--- src/adsr_pkg.sv ---
// shared types, constants and codes for the adsr envelope level block
package adsr_pkg;

	localparam int TIME_BITS    = 16;
	localparam int LEVEL_BITS   = 8;
	localparam int ELAPSED_BITS = TIME_BITS + 2;
	localparam int NUM_BITS     = LEVEL_BITS + TIME_BITS + 1;
	localparam int CNT_BITS     = $clog2(NUM_BITS);
	localparam int CFG_IDX_BITS = 2;

	typedef enum logic [CFG_IDX_BITS-1:0] {
		CFG_ATTACK  = 2'd0,
		CFG_DECAY   = 2'd1,
		CFG_RELEASE = 2'd2,
		CFG_SUSTAIN = 2'd3
	} cfg_idx_t;

	typedef enum logic [1:0] {
		PH_IDLE    = 2'd0,
		PH_ATTACK  = 2'd1,
		PH_DECAY   = 2'd2,
		PH_RELEASE = 2'd3
	} phase_t;

	typedef enum logic [2:0] {
		ST_IDLE,
		ST_EVAL,
		ST_DIV,
		ST_POST,
		ST_BDIV,
		ST_OUT
	} state_t;

	typedef struct packed {
		logic                 start;
		logic [NUM_BITS-1:0]  num;
		logic [TIME_BITS-1:0] den;
	} div_req_t;

	typedef struct packed {
		logic                done;
		logic [NUM_BITS-1:0] quot;
	} div_rsp_t;

endpackage

--- src/adsr_div.sv ---
// serial restoring divider, one quotient bit per cycle
module adsr_div
	import adsr_pkg::*;
(
	input  logic     clk,
	input  logic     arst_n,
	input  div_req_t req,
	output div_rsp_t rsp
);

	logic                 busy_q;
	logic                 done_q;
	logic [CNT_BITS-1:0]  cnt_q;
	logic [TIME_BITS-1:0] rem_q;
	logic [NUM_BITS-1:0]  work_q;
	logic [TIME_BITS-1:0] den_q;
	logic [TIME_BITS:0]   trial;
	logic                 fits;

	assign trial = {rem_q, work_q[NUM_BITS-1]};
	assign fits  = trial >= {1'b0, den_q};

	always_ff @(posedge clk or negedge arst_n) begin
		if (!arst_n) begin
			busy_q <= 1'b0;
			done_q <= 1'b0;
			cnt_q  <= '0;
		end else begin
			done_q <= 1'b0;
			if (req.start) begin
				busy_q <= 1'b1;
				cnt_q  <= '0;
			end else if (busy_q) begin
				if (cnt_q == CNT_BITS'(NUM_BITS - 1)) begin
					busy_q <= 1'b0;
					done_q <= 1'b1;
				end
				cnt_q <= cnt_q + 1'b1;
			end
		end
	end

	always_ff @(posedge clk) begin
		if (req.start) begin
			rem_q  <= '0;
			work_q <= req.num;
			den_q  <= req.den;
		end else if (busy_q) begin
			rem_q  <= fits ? TIME_BITS'(trial - {1'b0, den_q}) : trial[TIME_BITS-1:0];
			work_q <= {work_q[NUM_BITS-2:0], fits};
		end
	end

	assign rsp.done = done_q;
	assign rsp.quot = work_q;

endmodule

--- src/adsr_envelope_level.sv ---
// adsr envelope level generator with a shared multiplier and serial divider
//
// channel  direction  handshake              payload
// in       input      in_valid / in_stall    action, velocity
// out      output     out_valid / out_stall  level, phase
// cfg      input      cfg_valid / cfg_ready  cfg_index, cfg_data
//
// each envelope evaluation that falls in a live segment runs one 25-step
// pass of the serial divider, and a note on needs up to three passes (old
// level, time rewind, new level).
// in_stall is high from acceptance until the result enters the output register.
// the next transaction is taken while that result still waits on out_stall.
// reset clears config, elapsed time, peak level and control state.
module adsr_envelope_level
	import adsr_pkg::*;
(
	input  logic                    clk,
	input  logic                    arst_n,
	input  logic                    in_valid,
	output logic                    in_stall,
	input  logic                    action,
	input  logic [LEVEL_BITS-1:0]   velocity,
	output logic                    out_valid,
	input  logic                    out_stall,
	output logic [LEVEL_BITS-1:0]   level,
	output logic [1:0]              phase,
	input  logic                    cfg_valid,
	output logic                    cfg_ready,
	input  logic [CFG_IDX_BITS-1:0] cfg_index,
	input  logic [TIME_BITS-1:0]    cfg_data
);

	state_t state_q, state_d;

	logic [TIME_BITS-1:0]    attack_q, decay_q, release_q;
	logic [LEVEL_BITS-1:0]   sustain_q;
	logic [ELAPSED_BITS-1:0] elapsed_q;
	logic [LEVEL_BITS-1:0]   peak_q;
	logic [LEVEL_BITS-1:0]   vel_q;
	logic                    final_q;
	logic                    start_q;
	logic [NUM_BITS-1:0]     num_q;
	logic [TIME_BITS-1:0]    den_q;
	phase_t                  seg_q;
	logic                    sub_q;
	logic [LEVEL_BITS-1:0]   lvl_q;
	phase_t                  ph_q;
	logic                    out_valid_q;
	logic [LEVEL_BITS-1:0]   level_q;
	phase_t                  phase_q;

	logic                    in_fire;
	logic                    out_load;
	logic                    seg_zero;
	phase_t                  seg;
	logic                    sub;
	logic [LEVEL_BITS-1:0]   mx;
	logic [TIME_BITS-1:0]    my;
	logic [TIME_BITS-1:0]    seg_den;
	logic [TIME_BITS-1:0]    bias;
	logic [LEVEL_BITS+TIME_BITS-1:0] prod;
	logic [TIME_BITS:0]      ad;
	logic [ELAPSED_BITS-1:0] adr;
	logic [ELAPSED_BITS-1:0] k_dec;
	logic [ELAPSED_BITS-1:0] k_rel;
	logic [LEVEL_BITS-1:0]   p_minus_s;
	logic [LEVEL_BITS-1:0]   s_minus_p;
	logic [LEVEL_BITS-1:0]   q_lvl;
	logic [LEVEL_BITS-1:0]   new_lvl;
	logic [ELAPSED_BITS-1:0] back_t;
	div_req_t                div_req;
	div_rsp_t                div_rsp;

	// configuration
	assign cfg_ready = 1'b1;

	always_ff @(posedge clk or negedge arst_n) begin
		if (!arst_n) begin
			attack_q  <= '0;
			decay_q   <= '0;
			release_q <= '0;
			sustain_q <= '0;
		end else if (cfg_valid && cfg_ready) begin
			case (cfg_idx_t'(cfg_index))
				CFG_ATTACK:  attack_q  <= cfg_data;
				CFG_DECAY:   decay_q   <= cfg_data;
				CFG_RELEASE: release_q <= cfg_data;
				CFG_SUSTAIN: sustain_q <= cfg_data[LEVEL_BITS-1:0];
				default:     ;
			endcase
		end
	end

	// segment selection
	assign ad        = {1'b0, attack_q} + {1'b0, decay_q};
	assign adr       = ELAPSED_BITS'(ad) + ELAPSED_BITS'(release_q);
	assign k_dec     = ELAPSED_BITS'(ad) - elapsed_q;
	assign k_rel     = adr - elapsed_q;
	assign sub       = peak_q < sustain_q;
	assign p_minus_s = peak_q - sustain_q;
	assign s_minus_p = sustain_q - peak_q;

	always_comb begin
		seg_zero = 1'b0;
		seg      = PH_IDLE;
		mx       = '0;
		my       = '0;
		seg_den  = '0;
		bias     = '0;
		if (peak_q == '0) begin
			seg_zero = 1'b1;
		end else if (elapsed_q < ELAPSED_BITS'(attack_q)) begin
			seg     = PH_ATTACK;
			mx      = peak_q;
			my      = elapsed_q[TIME_BITS-1:0];
			seg_den = attack_q;
		end else if (elapsed_q < ELAPSED_BITS'(ad)) begin
			seg     = PH_DECAY;
			mx      = sub ? s_minus_p : p_minus_s;
			my      = k_dec[TIME_BITS-1:0];
			seg_den = decay_q;
			bias    = sub ? TIME_BITS'(decay_q - 1'b1) : '0;
		end else if (elapsed_q < adr) begin
			seg     = PH_RELEASE;
			mx      = sustain_q;
			my      = k_rel[TIME_BITS-1:0];
			seg_den = release_q;
		end else begin
			seg_zero = 1'b1;
		end
	end

	// shared multiplier: envelope numerator or time rewind numerator
	always_comb begin
		if (state_q == ST_POST) begin
			prod = lvl_q * attack_q;
		end else begin
			prod = mx * my;
		end
	end

	// level from quotient
	assign q_lvl = div_rsp.quot[LEVEL_BITS-1:0];

	always_comb begin
		case (seg_q)
			PH_DECAY: new_lvl = sub_q ? sustain_q - q_lvl : sustain_q + q_lvl;
			default:  new_lvl = q_lvl;
		endcase
	end

	assign back_t = (div_rsp.quot[NUM_BITS-1:ELAPSED_BITS] != '0) ? '1
		: div_rsp.quot[ELAPSED_BITS-1:0];

	assign div_req.start = start_q;
	assign div_req.num   = num_q;
	assign div_req.den   = den_q;

	adsr_div u_div (
		.clk    (clk),
		.arst_n (arst_n),
		.req    (div_req),
		.rsp    (div_rsp)
	);

	// sequencer
	assign in_fire  = in_valid && !in_stall;
	assign out_load = (state_q == ST_OUT) && (!out_valid_q || !out_stall);

	always_ff @(posedge clk or negedge arst_n) begin
		if (!arst_n) begin
			state_q <= ST_IDLE;
		end else begin
			state_q <= state_d;
		end
	end

	always_comb begin
		state_d  = state_q;
		in_stall = 1'b1;
		case (state_q)
			ST_IDLE: begin
				in_stall = 1'b0;
				if (in_valid) begin
					state_d = ST_EVAL;
				end
			end
			ST_EVAL: begin
				state_d = seg_zero ? ST_POST : ST_DIV;
			end
			ST_DIV: begin
				if (div_rsp.done) begin
					state_d = ST_POST;
				end
			end
			ST_POST: begin
				if (final_q) begin
					state_d = ST_OUT;
				end else if (lvl_q != '0 && peak_q != '0) begin
					state_d = ST_BDIV;
				end else begin
					state_d = ST_EVAL;
				end
			end
			ST_BDIV: begin
				if (div_rsp.done) begin
					state_d = ST_EVAL;
				end
			end
			ST_OUT: begin
				if (out_load) begin
					state_d = ST_IDLE;
				end
			end
			default: state_d = ST_IDLE;
		endcase
	end

	// envelope state
	always_ff @(posedge clk or negedge arst_n) begin
		if (!arst_n) begin
			elapsed_q <= '0;
			peak_q    <= '0;
			start_q   <= 1'b0;
		end else begin
			start_q <= 1'b0;
			if (in_fire && !action && elapsed_q != '1) begin
				elapsed_q <= elapsed_q + 1'b1;
			end
			if (state_q == ST_EVAL && !seg_zero) begin
				start_q <= 1'b1;
			end
			if (state_q == ST_POST && !final_q) begin
				if (lvl_q != '0 && peak_q != '0) begin
					start_q <= 1'b1;
				end else begin
					elapsed_q <= '0;
					peak_q    <= vel_q;
				end
			end
			if (state_q == ST_BDIV && div_rsp.done) begin
				elapsed_q <= back_t;
				peak_q    <= vel_q;
			end
		end
	end

	// working registers
	always_ff @(posedge clk) begin
		if (in_fire) begin
			vel_q   <= velocity;
			final_q <= !action;
		end
		if (state_q == ST_EVAL) begin
			num_q <= NUM_BITS'(prod) + NUM_BITS'(bias);
			den_q <= seg_den;
			seg_q <= seg;
			sub_q <= sub;
			if (seg_zero) begin
				lvl_q <= '0;
				ph_q  <= PH_IDLE;
			end
		end
		if (state_q == ST_DIV && div_rsp.done) begin
			lvl_q <= new_lvl;
			ph_q  <= seg_q;
		end
		if (state_q == ST_POST && !final_q) begin
			num_q   <= NUM_BITS'(prod);
			den_q   <= TIME_BITS'(peak_q);
			final_q <= 1'b1;
		end
	end

	// output register
	always_ff @(posedge clk or negedge arst_n) begin
		if (!arst_n) begin
			out_valid_q <= 1'b0;
		end else if (out_load) begin
			out_valid_q <= 1'b1;
		end else if (!out_stall) begin
			out_valid_q <= 1'b0;
		end
	end

	always_ff @(posedge clk) begin
		if (out_load) begin
			level_q <= lvl_q;
			phase_q <= ph_q;
		end
	end

	assign out_valid = out_valid_q;
	assign level     = level_q;
	assign phase     = phase_q;

endmodule

--- config.mk ---
export PLATFORM = sky130hd
export DESIGN_NAME = adsr_envelope_level
export DESIGN_NICKNAME = d
export VERILOG_FILES = /design/src/adsr_pkg.sv /design/src/adsr_div.sv /design/src/adsr_envelope_level.sv
export SDC_FILE = /design/constraint.sdc
export NUM_CORES = 1
export LEC_CHECK = 0
export ABC_AREA = 1
export ABC_CLOCK_PERIOD_IN_PS = 11810
export BUFFER_PORTS_ARGS = -buffer_cell sky130_fd_sc_hd__buf_2
export CAP_MARGIN = 20
export CORE_MARGIN = 2
export CORE_UTILIZATION = 30
export DETAILED_ROUTE_END_ITERATION = 12
export GPL_TIMING_DRIVEN = 0
export MAX_ROUTING_LAYER = met4
export SLEW_MARGIN = 10
export SYNTH_ARGS = -nofsm -noshare
export SYNTH_HDL_FRONTEND = slang
export SYNTH_SLANG_ARGS = --single-unit
--- constraint.sdc ---
create_clock -name clk -period 11.81 [get_ports clk]
set_clock_uncertainty 0.15 [all_clocks]
set_input_delay 1.181 -clock clk [delete_from_list [all_inputs] [get_ports clk]]
set_output_delay 1.181 -clock clk [all_outputs]
set_load 0.01 [all_outputs]
== After elaboration in Yosys (flattened, before gate mapping) ==
Index checks and enable logic that the tools add are counted.
Storage, ports and cells
  register bits after elaboration: 224
  latch bits: 0
  memory bits (writable): 0
  bits in read-only memories: 0
  input port bits: 32
  word-level logic and storage cells: 169
  memories: 0
Cells by class
  add/subtract/negate cells: 13
  multiply operators: 2
  div/mod/pow operators: 0
  $lt $le $gt $ge: 5
  eq/ne operators: 17
  shift-type cells: 0
  mux-type cells: 70
  bitwise gates (word level): 0
  reductions and logical operators: 34
Operators with widths (number)
  $mux 16: 13
  $mux 8: 15
  $mux 18: 5
  $mux 24: 3
  $mux 25: 2
  $mul 8x16->24: 2
  $sub 16x16->16: 3
  $add 24x16->25: 1
  $sub 8x8->8: 3
  $add 17x16->18: 1
  $add 18x1->18 const B: 1
  $lt 18x16->1: 1
  $lt 18x17->1: 1
  $lt 18x18->1: 1
  $mux 1: 18
  $mux 3: 6
  $ne 18x18->1 const B: 1
  $pmux 3 s6: 1
  $add 16x16->17: 1
  $ge 17x16->1: 1
  $reduce_bool 8->1: 2
  $sub 16x1->16 const B: 1
  $reduce_and 2->1: 6
  $mux 2: 5
  other kinds (22): 47

== Longest topological paths before layout ==
Gate-level depths: netlist of the first run.
  depth in word-level cells: 12
  mapped depth: 64
  depth with buffers taken out: 63

== Modules after synthesis ==
Synthesis of the first run repeated with hierarchy kept, for this count alone.
Second synthesis, totals
  cell total of the unflattened synthesis: 3739
  area total of the unflattened synthesis: 26720.6 um2
Modules (own cells, without submodules)
  adsr_envelope_level: times used 1, cells each 3260, area each 22836.9 um2, sequential area each 4269.1 um2
  adsr_div: times used 1, cells each 479, area each 3883.7 um2, sequential area each 1726.7 um2

== Worst setup path before layout of the first run ==
No wires, ideal clock.
  path type: register to register
  start: reg attack_q[1]
  end: reg num_q[19] (data pin)
  arrival: 9.528 ns
  slack: 1.880 ns
  stages on the path, launching flop included: 57
  path through: dfrtp_1 -> clkbuf_1 -> inv_1 -> fa_1 -> o21ai_1 -> nand2_1 -> nand2_1 -> a21boi_1 -> o21ai_0 -> xor2_1 -> inv_1 -> ha_1 -> nand2_1 -> nor4_1 -> nand2_1 -> o2111ai_1 -> a21oi_1 -> or2_2 -> (+21 left out) -> nand2_1 -> nand3_1 -> a21oi_1 -> xor2_1 -> mux2_2 -> inv_1 -> ha_1 -> nand2_1 -> nor4_1 -> nand2_1 -> nand2_1 -> nand3_1 -> nand2_1 -> inv_1 -> nor2_1 -> nand2_1 -> nand2_1 -> nand2_1
Between the ends
  longest elaborated chain between the ends: 12
Ends and longest elaborated chain
  start: declaration: RTL line adsr_envelope_level.sv:35  | logic [TIME_BITS-1:0] attack_q, decay_q, release_q;
  start signal: assignment: RTL line adsr_envelope_level.sv:85  | CFG_ATTACK: attack_q <= cfg_data;
  $add 16x16->17: RTL line adsr_envelope_level.sv:95  | assign ad = {1'b0, attack_q} + {1'b0, decay_q};
  $add 17x16->18: RTL line adsr_envelope_level.sv:96  | assign adr = ELAPSED_BITS'(ad) + ELAPSED_BITS'(release_q);
  $sub 16x16->16 or $lt 18x18->1 (tied branches): RTL line adsr_envelope_level.sv:98, adsr_envelope_level.sv:123
  $mux 16 or $mux 8 (tied branches): RTL line adsr_envelope_level.sv:123  | end else if (elapsed_q < adr) begin
  $mux 16 or $mux 8 (tied branches): RTL line adsr_envelope_level.sv:117  | end else if (elapsed_q < ELAPSED_BITS'(ad)) begin
  $mux 16 or $mux 8 (tied branches): RTL line adsr_envelope_level.sv:112  | end else if (elapsed_q < ELAPSED_BITS'(attack_q)) begin
  $mux 16 or $mux 8 (tied branches): RTL line adsr_envelope_level.sv:110  | if (peak_q == '0) begin
  $mul 8x16->24: RTL line adsr_envelope_level.sv:138  | prod = mx * my;
  $mux 24: RTL line adsr_envelope_level.sv:135  | if (state_q == ST_POST) begin
  $add 24x16->25: RTL line adsr_envelope_level.sv:255  | num_q <= NUM_BITS'(prod) + NUM_BITS'(bias);
  $mux 24: RTL line adsr_envelope_level.sv:254  | if (state_q == ST_EVAL) begin
  $mux 24 *: RTL line adsr_envelope_level.sv:268  | if (state_q == ST_POST && !final_q) begin
  end signal: assignment: RTL line adsr_envelope_level.sv:255
  end signal: assignment: RTL line adsr_envelope_level.sv:269  | num_q <= NUM_BITS'(prod);
  end: declaration: RTL line adsr_envelope_level.sv:42  | logic [NUM_BITS-1:0] num_q;
Every way passes the cells marked *; elsewhere a longest branch is shown, timed or not. The select of a mux whose other input is x is not followed.
A chain may end at the register's enable or synchronous reset.

== Final worst setup path of the first run ==
  start: reg attack_q[1]
  end: reg num_q[22] (data pin)
Same word-level chain as after synthesis.

==> impl_metrics.env, run 1 <==
export IMPL_dp_hpwl_microns=74300
export IMPL_viasPerCell=4.89
export IMPL_cts_sinks=224
export IMPL_track_usage_pct=20.6
export IMPL_ys_warn_count=0
export IMPL_netlist_area_sq_um=26100
export IMPL_initial_core_util_pct=30.2
export IMPL_yosysTopAreaCell="nand2_1"
export IMPL_grt_pass1_wl_microns=139000
export IMPL_rows=108
export IMPL_crit_slowest_cell="fa_1"
export IMPL_cts_buffer_depth=3
export IMPL_crit_cells=55
export IMPL_avgSynthCellArea_sq_um=7.24
export IMPL_yosysSeqAreaShare_pct=22.9
export IMPL_start_kind="flip-flop"
export IMPL_synth_top_flop_cell="edfxtp_1"
export IMPL_clk_latency_ns=0.60
export IMPL_final_antenna_net_count=0
export IMPL_htree_levels=1
export IMPL_p_total_mw=6.38
export IMPL_drc=0
export IMPL_crit_path_end_kind="flip-flop"
export IMPL_cts_hold_buf=0
export IMPL_async_flop_share_pct=42.0
export IMPL_vias=23900
export IMPL_rrSetupSlack_ns=0.55
export IMPL_leakage_nw=14.9
export IMPL_core_area_sq_um=86600
export IMPL_antenna_found_initial=0
export IMPL_final_util_pct=33.8
export IMPL_nets=4173
export IMPL_path_class="flip-flop to flip-flop"
export IMPL_hp_class="flip-flop to flip-flop"
export IMPL_slew_violations=0
export IMPL_layout_drive_gt1_share_pct=7.28
export IMPL_reg2reg_depth=55
export IMPL_cap_viol_max_count=0
export IMPL_finalCriticalPeriod_ns=11.26
export IMPL_dieArea_sq_um=89500
export IMPL_critPathRequiredTime_ns=12.02
export IMPL_crit_top_cell="inv_1"
export IMPL_wl_microns=90500
export IMPL_cp_max_fo=10
export IMPL_arrival_ns=11.47
export IMPL_gr_total_overflow=0
export IMPL_slew_headroom_pct=33.0
export IMPL_synth_edf_count=104
export IMPL_ys_seq_elements=224
export IMPL_avgRoutedWirePerCell_microns=18.6
export IMPL_place_gp_congestion=1.01
export IMPL_grt_start_max_net_pins=55
export IMPL_die_h_microns=299
export IMPL_area_growth_pct=11.9
export IMPL_fillCellCount=9351
export IMPL_max_stage_delay_ns=0.58
export IMPL_synth_nets=4083
export IMPL_synth_top_cells_by_area="nand2_1, fa_1, ha_1, edfxtp_1, inv_1"
export IMPL_cts_tree="built"
export IMPL_clockRootBuffer="clkbuf_16"
export IMPL_setup_viol=0
export IMPL_pwr_density_cell_nw_per_um2=218
export IMPL_syn_inst=3612
export IMPL_firstDrtPassIters=6
export IMPL_critical_path_top_delay_family="adder cells"
export IMPL_pin_count=45
export IMPL_period_share_pct=95.3
export IMPL_netlist_area_leader_share_pct=13.7
export IMPL_drtIter0Drc=1988
export IMPL_die_x_microns=299
export IMPL_status="completed"
export IMPL_ys_types=67
export IMPL_grt_pass1_vias=23300
export IMPL_cts_buffers=28
export IMPL_worstMarginPinSlew_ns=1.00
export IMPL_worst_path_buf_inv=14
export IMPL_finalHoldViolations=0
export IMPL_peakVddDrop_uv=556
export IMPL_path_clk_slew_ns=0.06
export IMPL_min_path_cells=0
export IMPL_max_freq_ghz=0.0888
export IMPL_port_buffer_count=43
-- worst reg2reg max path, delay by kind of cell, from the launching register on --
family | cells | cell delay, ns
buffers and inverters | 14 | 1.45
flip-flops | 1 | 0.36
multiplexers | 1 | 0.16
adder cells (fa/ha/maj) | 9 | 3.93
AND/OR/NAND/NOR | 17 | 2.19
XOR/XNOR | 3 | 0.78
AO/OA/AOI/OAI | 11 | 1.97
-- layer usage --
metal  vias up  global-route usage (%)  wire [microns]
met4         0                    5.74            3040
met1     11400                    26.9           39900
met3       150                    2.20            5170
met2       706                    34.1           42500
li1      11600                       -               -
met5         -                       -               0
-- cells by family after synthesis --
kind of cell             synth area share [%]
AO/OA/AOI/OAI                            11.7
flip-flops                               22.9
other                                  0.0143
multiplexers                           0.0813
adder cells (fa/ha/maj)                  26.1
AND/OR/NAND/NOR                          23.5
buffers and inverters                    11.4
XOR/XNOR                                 4.22
-- worst paths after layout --
check / start / endpoint
worst max-delay path: attack_q[1]$_DFFE_PN0P_ / num_q[22]$_DFFE_PP_
worst min-delay path: den_q[1]$_DFFE_PP_ / u_div.den_q[1]$_DFFE_PP_
worst max register to register: attack_q[1]$_DFFE_PN0P_ / num_q[22]$_DFFE_PP_
worst min register to register: den_q[1]$_DFFE_PP_ / u_div.den_q[1]$_DFFE_PP_
max in group asynchronous: arst_n / peak_q[1]$_DFFE_PN0P_
min in group asynchronous: arst_n / release_q[6]$_DFFE_PN0P_
-- cells in the final DEF, fill, tap and decap left out, types with 18 or more instances in the layout --
| cell | n |
|---|---|
| edfxtp_1 | 104 |
| dfrtp_1 | 88 |
| nor2_1 | 254 |
| xor2_1 | 78 |
| o21ai_1 | 18 |
| inv_1 | 657 |
| nand4_1 | 28 |
| o21ai_0 | 228 |
| nor3_1 | 31 |
| ha_1 | 253 |
| clkbuf_1 | 70 |
| nand2_1 | 949 |
| nand3_1 | 151 |
| dfxtp_1 | 26 |
| inv_2 | 26 |
| buf_2 | 62 |
| a21oi_1 | 186 |
| buf_4 | 19 |
| o211ai_1 | 24 |
| xnor2_1 | 41 |
| fa_1 | 176 |
| clkbuf_16 | 31 |
-- registers in the layout, indices dropped and copies added (netlist names), 3 cells and up --
| name | count |
|---|---|
| lvl_q | 8 |
| u_div.work_q | 25 |
| den_q | 16 |
| release_q | 16 |
| u_div.cnt_q | 5 |
| sustain_q | 8 |
| peak_q | 8 |
| attack_q | 16 |
| vel_q | 8 |
| elapsed_q | 18 |
| state_q | 3 |
| decay_q | 16 |
| u_div.rem_q | 16 |
| num_q | 25 |
| level | 8 |
| u_div.den_q | 16 |
-- through the flow --
step	std cells	instance area (sq um)	hold slack [ns]	worst slack, ns	TNS, ns
3_5_place_dp	4813	27900	0.255	-0.676	-5.87
2_1_floorplan	3612	26100	0.250	1.88	0
4_1_cts	4865	28900	0.270	0.0195	0
6_report	4879	29300	0.270	0.550	0
3_3_place_gp	4810	27800	0.253	-0.677	-5.93
5_1_grt	4878	29300	0.274	-0.0308	-0.0595
-- synth_stat cells, types with 28 or more instances --
library cell  instances
ha_1                262
xnor2_1              43
fa_1                177
dfrtp_1              94
nand4_1              28
inv_1               661
xor2_1               83
o21ai_0             235
clkbuf_1             65
nand2_1             955
nor3_1               33
edfxtp_1            104
a21oi_1             193
nand3_1             153
nor2_1              256
-- final cells by class --
cell class,count,area (sq um),area share (%)
multi-input cells,2610,17500,59.7
flip-flops and latches,224,6000,20.5
inverters,686,2580,8.81
well taps,1155,1450,4.94
clock buffers,39,826,2.82
plain buffers,92,415,1.42
repair buffers,60,373,1.27
clock inverters,12,156,0.534
diodes,1,2.50,0.00855
-- power breakdown --
part           internal [mW]  total [mW]  switching (mW)
Combinational           1.61        4.56            2.95
Clock                  0.538       0.916           0.378
Sequential             0.841       0.909          0.0679
-- what timing repair did --
action                                  in CTS  in global routing
gates cloned                                 0                  0
pin swaps                                    2                 14
endpoints found under the hold margin        0                  0
buffers inserted                             1                 13
endpoints found under the setup margin      14                 15
resized for setup                            9                 63
Power figures use the tool's default switching activity.
==> inputs of run 2 (changes only) <==
--- a/config.mk
+++ b/config.mk
@@ -9,7 +9,7 @@
 export ABC_CLOCK_PERIOD_IN_PS = 11810
 export BUFFER_PORTS_ARGS = -buffer_cell sky130_fd_sc_hd__buf_2
 export CAP_MARGIN = 20
-export CORE_MARGIN = 2
+export CORE_MARGIN = 4
 export CORE_UTILIZATION = 30
 export DETAILED_ROUTE_END_ITERATION = 12
 export GPL_TIMING_DRIVEN = 0
==> impl_metrics.env, run 2 (synthesis gave the netlist of run 1 again) <==
export IMPL_htree_levels=1
export IMPL_slew_violations=0
export IMPL_postPlaceCellArea_sq_um=27900
export IMPL_final_util_pct=33.6
export IMPL_max_stage_delay_ns=0.55
export IMPL_nets=4169
export IMPL_critical_path_top_delay_family="adder cells"
export IMPL_place_gp_congestion=1.01
export IMPL_fillCellCount=9286
export IMPL_hp_class="flip-flop to flip-flop"
export IMPL_layout_drive_gt1_share_pct=6.88
export IMPL_hp_start="den_q[7]$_DFFE_PP_"
export IMPL_firstDrtPassIters=6
export IMPL_port_buffer_count=43
export IMPL_start_kind="flip-flop"
export IMPL_initial_core_util_pct=30.2
export IMPL_leakage_nw=14.8
export IMPL_finalHoldViolations=0
export IMPL_grt_pass1_vias=23000
export IMPL_diodes=0
export IMPL_crit_path_end_kind="flip-flop"
export IMPL_max_freq_ghz=0.0893
export IMPL_pwr_density_cell_nw_per_um2=216
export IMPL_r2r_start="decay_q[0]$_DFFE_PN0P_"
export IMPL_clk_latency_ns=0.58
export IMPL_setup_tns_ns=0
export IMPL_setup_viol=0
export IMPL_cp_max_fo=10
export IMPL_wl_microns=89600
export IMPL_cts_buffers=28
export IMPL_drtIter0Drc=2048
export IMPL_critPathLaunch="decay_q[0]$_DFFE_PN0P_"
export IMPL_arrival_ns=11.38
export IMPL_core_area_sq_um=86600
export IMPL_worst_path_buf_inv=12
export IMPL_cap_viol_max_count=0
export IMPL_slew_headroom_pct=35.2
export IMPL_drc=0
export IMPL_cts_sinks=224
export IMPL_final_antenna_net_count=0
export IMPL_grt_pass1_wl_microns=137000
export IMPL_track_usage_pct=20.0
export IMPL_cts_buffer_depth=3
export IMPL_die_x_microns=303
export IMPL_antenna_found_initial=1
export IMPL_multi_input_area_sq_um=17400
export IMPL_vias=23900
export IMPL_finalCriticalPeriod_ns=11.20
export IMPL_peakVddDrop_uv=463
export IMPL_area_growth_pct=11.3
export IMPL_regArea_sq_um=6000
export IMPL_status="completed"
export IMPL_top_regs="num_q (25), u_div.work_q (25), elapsed_q (18)"
export IMPL_crit_top_cell="nand2_1"
export IMPL_dieArea_sq_um=91900
export IMPL_gr_total_overflow=0
export IMPL_final_cell_mix="nand2_1, inv_1, ha_1"
export IMPL_final_area_sq_um=29100
export IMPL_mostFrequentLayoutCell="nand2_1"
export IMPL_period_share_pct=94.8
export IMPL_path_class="flip-flop to flip-flop"
export IMPL_cts_tree="built"
export IMPL_avgRoutedWirePerCell_microns=18.4
export IMPL_pin_count=45
export IMPL_rows=108
export IMPL_path_clk_slew_ns=0.06
export IMPL_critPathRequiredTime_ns=11.99
export IMPL_crit_slowest_cell="fa_1"
export IMPL_cts_hold_buf=0
export IMPL_worstMarginPinSlew_ns=0.969
export IMPL_clockRootBuffer="clkbuf_16"
export IMPL_viasPerCell=4.89
export IMPL_die_h_microns=303
export IMPL_grt_start_max_net_pins=79
export IMPL_dp_hpwl_microns=72700
==> run 2: cell types whose count changed in the layout (fill, tap and decap cells not counted), sizes merged <==
cell      delta
buf          -4
bufinv       -1
clkbuf       +2
clkinv       -2
clkinvlp     +1
diode        -1
inv          +1
==> run 2: report_power, final <==
group	total (mW)	leakage (nW)	internal [mW]	switching, mW
Sequential	0.913	2.06	0.840	0.0728
Clock	0.886	0.461	0.519	0.367
Combinational	4.47	12.3	1.57	2.91
==> run 2: layer usage <==
metal,up-vias,part of all wire (%),GRT usage (%)
li1,11600,-,-
met1,11300,43,25.4
met2,772,47,32.8
met3,191,6.2,2.64
met4,0,4.1,7.13
met5,-,0,-
==> run 2: timing repair <==
item / 4_1_cts / 5_1_grt
gates resized for setup: 8 / 51
pin swaps: 1 / 16
setup buffers: 0 / 11
setup endpoints to repair: 12 / 17
==> run 2: stage by stage <==
step	power (mW)	cells	hold slack (ns)	worst slack, ns
final	6.27	4875	0.255	0.610
after global routing	6.93	4875	0.269	-0.0813
after CTS	6.24	4864	0.250	0.00523
after detailed placement	5.34	4812	0.258	-0.351
after global placement	5.32	4810	0.254	-0.337
after floorplan	4.08	3612	0.250	1.88
==> run 2: final timing paths <==
kind,to,slack [ns],cells after the start
setup / recovery,num_q[19]$_DFFE_PP_,0.61,56
hold / removal,u_div.den_q[7]$_DFFE_PP_,0.26,0
setup reg to reg,num_q[19]$_DFFE_PP_,0.61,56
hold reg to reg,u_div.den_q[7]$_DFFE_PP_,0.26,0
max in group asynchronous,elapsed_q[15]$_DFF_PN0_,10.48,2
min in group asynchronous,peak_q[0]$_DFFE_PN0P_,0.32,1
==> run 2: final cells by class <==
cell class | count | share of cell area, %
plain buffers | 92 | 1.43
inverters | 686 | 8.87
flip-flops and latches | 224 | 20.6
clock inverters | 11 | 0.365
multi-input cells | 2610 | 59.7
well taps | 1155 | 4.97
clock buffers | 41 | 2.89
repair buffers | 56 | 1.18
==> inputs of run 3 (changes only) <==
--- a/config.mk
+++ b/config.mk
@@ -14,6 +14,7 @@
 export DETAILED_ROUTE_END_ITERATION = 12
 export GPL_TIMING_DRIVEN = 0
 export MAX_ROUTING_LAYER = met4
+export PLACE_DENSITY = 0.41
 export SLEW_MARGIN = 10
 export SYNTH_ARGS = -nofsm -noshare
 export SYNTH_HDL_FRONTEND = slang
==> impl_metrics.env, run 3 (synthesis gave the netlist of run 1 again) <==
export IMPL_status="completed"
export IMPL_final_area_sq_um=29700
export IMPL_multi_input_area_sq_um=17600
export IMPL_r2r_end="num_q[19]$_DFFE_PP_"
export IMPL_fillCellCount=9508
export IMPL_drc=0
export IMPL_p_total_mw=6.58
export IMPL_setup_slack_ns=0.670
export IMPL_instances_no_fill=4900
export IMPL_peakVddDrop_uv=365
export IMPL_rows=108
export IMPL_start_kind="flip-flop"
export IMPL_cts_tree="built"
export IMPL_dp_slack_ns=-0.873
export IMPL_die_x_microns=303
export IMPL_grt_pass1_vias=23900
export IMPL_r2r_start="attack_q[1]$_DFFE_PN0P_"
export IMPL_path_class="flip-flop to flip-flop"
export IMPL_path_clk_slew_ns=0.06
export IMPL_grt_pass1_wl_microns=153000
export IMPL_final_util_pct=34.3
export IMPL_wl_microns=102000
export IMPL_crit_slowest_cell="fa_1"
export IMPL_setup_tns_ns=0
export IMPL_die_h_microns=303
export IMPL_initial_core_util_pct=30.2
export IMPL_avgRoutedWirePerCell_microns=20.8
export IMPL_critPathRequiredTime_ns=11.96
export IMPL_pwr_density_cell_nw_per_um2=222
export IMPL_dieArea_sq_um=91900
export IMPL_fin_hold_ws_ns=0.267
export IMPL_cap_viol_max_count=0
export IMPL_arrival_ns=11.29
export IMPL_dp_cells=4815
export IMPL_finalCriticalPeriod_ns=11.14
export IMPL_final_antenna_net_count=0
export IMPL_clockRootBuffer="clkbuf_16"
export IMPL_finalHoldViolations=0
export IMPL_htree_levels=2
export IMPL_layout_drive_gt1_share_pct=8.28
export IMPL_drtIter0Drc=1473
export IMPL_place_gp_congestion=0.948
export IMPL_postPlaceCellArea_sq_um=27900
export IMPL_nets=4189
export IMPL_crit_top_cell="nand2_1"
export IMPL_slew_violations=0
export IMPL_final_cell_mix="nand2_1, inv_1, ha_1"
export IMPL_slew_headroom_pct=31.8
export IMPL_core_area_sq_um=86600
export IMPL_period_share_pct=94.3
export IMPL_clk_latency_ns=0.58
export IMPL_min_path_cells=0
export IMPL_mostFrequentLayoutCell="nand2_1"
export IMPL_reg2reg_depth=61
export IMPL_whs_endpoint="u_div.den_q[3]$_DFFE_PP_"
export IMPL_area_growth_pct=13.6
export IMPL_setup_viol=0
export IMPL_cts_buffer_depth=3
export IMPL_hp_start="den_q[3]$_DFFE_PP_"
export IMPL_antenna_found_initial=1
export IMPL_port_buffer_count=43
export IMPL_top_regs="num_q (25), u_div.work_q (25), elapsed_q (18)"
export IMPL_track_usage_pct=23.0
export IMPL_crit_path_end_kind="flip-flop"
export IMPL_dp_hpwl_microns=82700
export IMPL_grt_start_max_net_pins=64
export IMPL_cts_buffers=34
export IMPL_regArea_sq_um=6000
export IMPL_hp_class="flip-flop to flip-flop"
export IMPL_firstDrtPassIters=5
export IMPL_vias=23600
export IMPL_gr_total_overflow=0
export IMPL_rrSetupSlack_ns=0.67
export IMPL_cp_max_fo=10
export IMPL_max_freq_ghz=0.0898
export IMPL_pin_count=45
export IMPL_viasPerCell=4.82
export IMPL_worstMarginPinSlew_ns=1.01
export IMPL_cts_sinks=224
export IMPL_leakage_nw=15.1
export IMPL_max_stage_delay_ns=0.62
[run 3: cell types whose count changed in the layout (fill, tap and decap cells not counted), sizes merged]
cell      previous run  this run
bufinv               1         4
inv                687       689
buf                 84        97
diode                0         1
clkinvlp             2         5
clkinv               7        10
[run 3: repair_timing]
action / 4_1_cts / 5_1_grt
gates resized for setup: 20 / 83
hold buffers: 0 / 0
pin swaps: 6 / 21
endpoints found under the setup margin: 16 / 14
buffers inserted: 5 / 17
[run 3: metal layers]
layer  share of wire, %  up-vias  global-route usage (%)
met5                  0        -                       -
met4                3.2        0                    6.34
met3                3.6      144                    1.87
met2                 49      450                    39.0
met1                 45    11400                    29.7
li1                   -    11600                       -
[run 3: final cells by class]
cell class | count | share of cell area, %
Timing Repair Buffer | 70 | 1.65
Clock inverter | 22 | 0.935
Clock buffer | 40 | 3.01
Antenna cell | 1 | 0.00843
Buffer | 92 | 1.45
Multi-Input combinational cell | 2610 | 59.2
Tap cell | 1155 | 4.87
Inverter | 686 | 8.70
Sequential cell | 224 | 20.2
[run 3: report_power, final]
group | leakage, nW | internal (mW) | switching, mW | total, mW
combinational | 12.4 | 1.60 | 2.98 | 4.58
clock | 0.561 | 0.643 | 0.440 | 1.08
sequential | 2.05 | 0.841 | 0.0777 | 0.919
total | 15.1 | 3.08 | 3.50 | 6.58
[run 3: how the worst max path moves through the flow]
| stage | from | to | slack [ns] | cells past startpoint |
|---|---|---|---|---|
| after floorplan | attack_q[1]$_DFFE_PN0P_ | num_q[19]$_DFFE_PP_ | 1.88 | 56 |
| after global placement | attack_q[1]$_DFFE_PN0P_ | num_q[19]$_DFFE_PP_ | -0.92 | 57 |
| after detailed placement | attack_q[1]$_DFFE_PN0P_ | num_q[22]$_DFFE_PP_ | -0.87 | 56 |
| after CTS | attack_q[1]$_DFFE_PN0P_ | num_q[19]$_DFFE_PP_ | 0.04 | 58 |
| after global routing | decay_q[4]$_DFFE_PN0P_ | num_q[19]$_DFFE_PP_ | -0.1 | 61 |
| final | attack_q[1]$_DFFE_PN0P_ | num_q[19]$_DFFE_PP_ | 0.67 | 61 |
[run 3: worst max-delay path: cells and delay by family, from the launching register on]
kind                       cells  cell delay (ns)
AOI/OAI and AO/OA              6             0.86
xor gates and xnor gates       2             0.53
adders and majority gates      9             4.12
buffers and inverters         14             1.32
DFF                            1             0.36
and+or+nand+nor               30             3.47
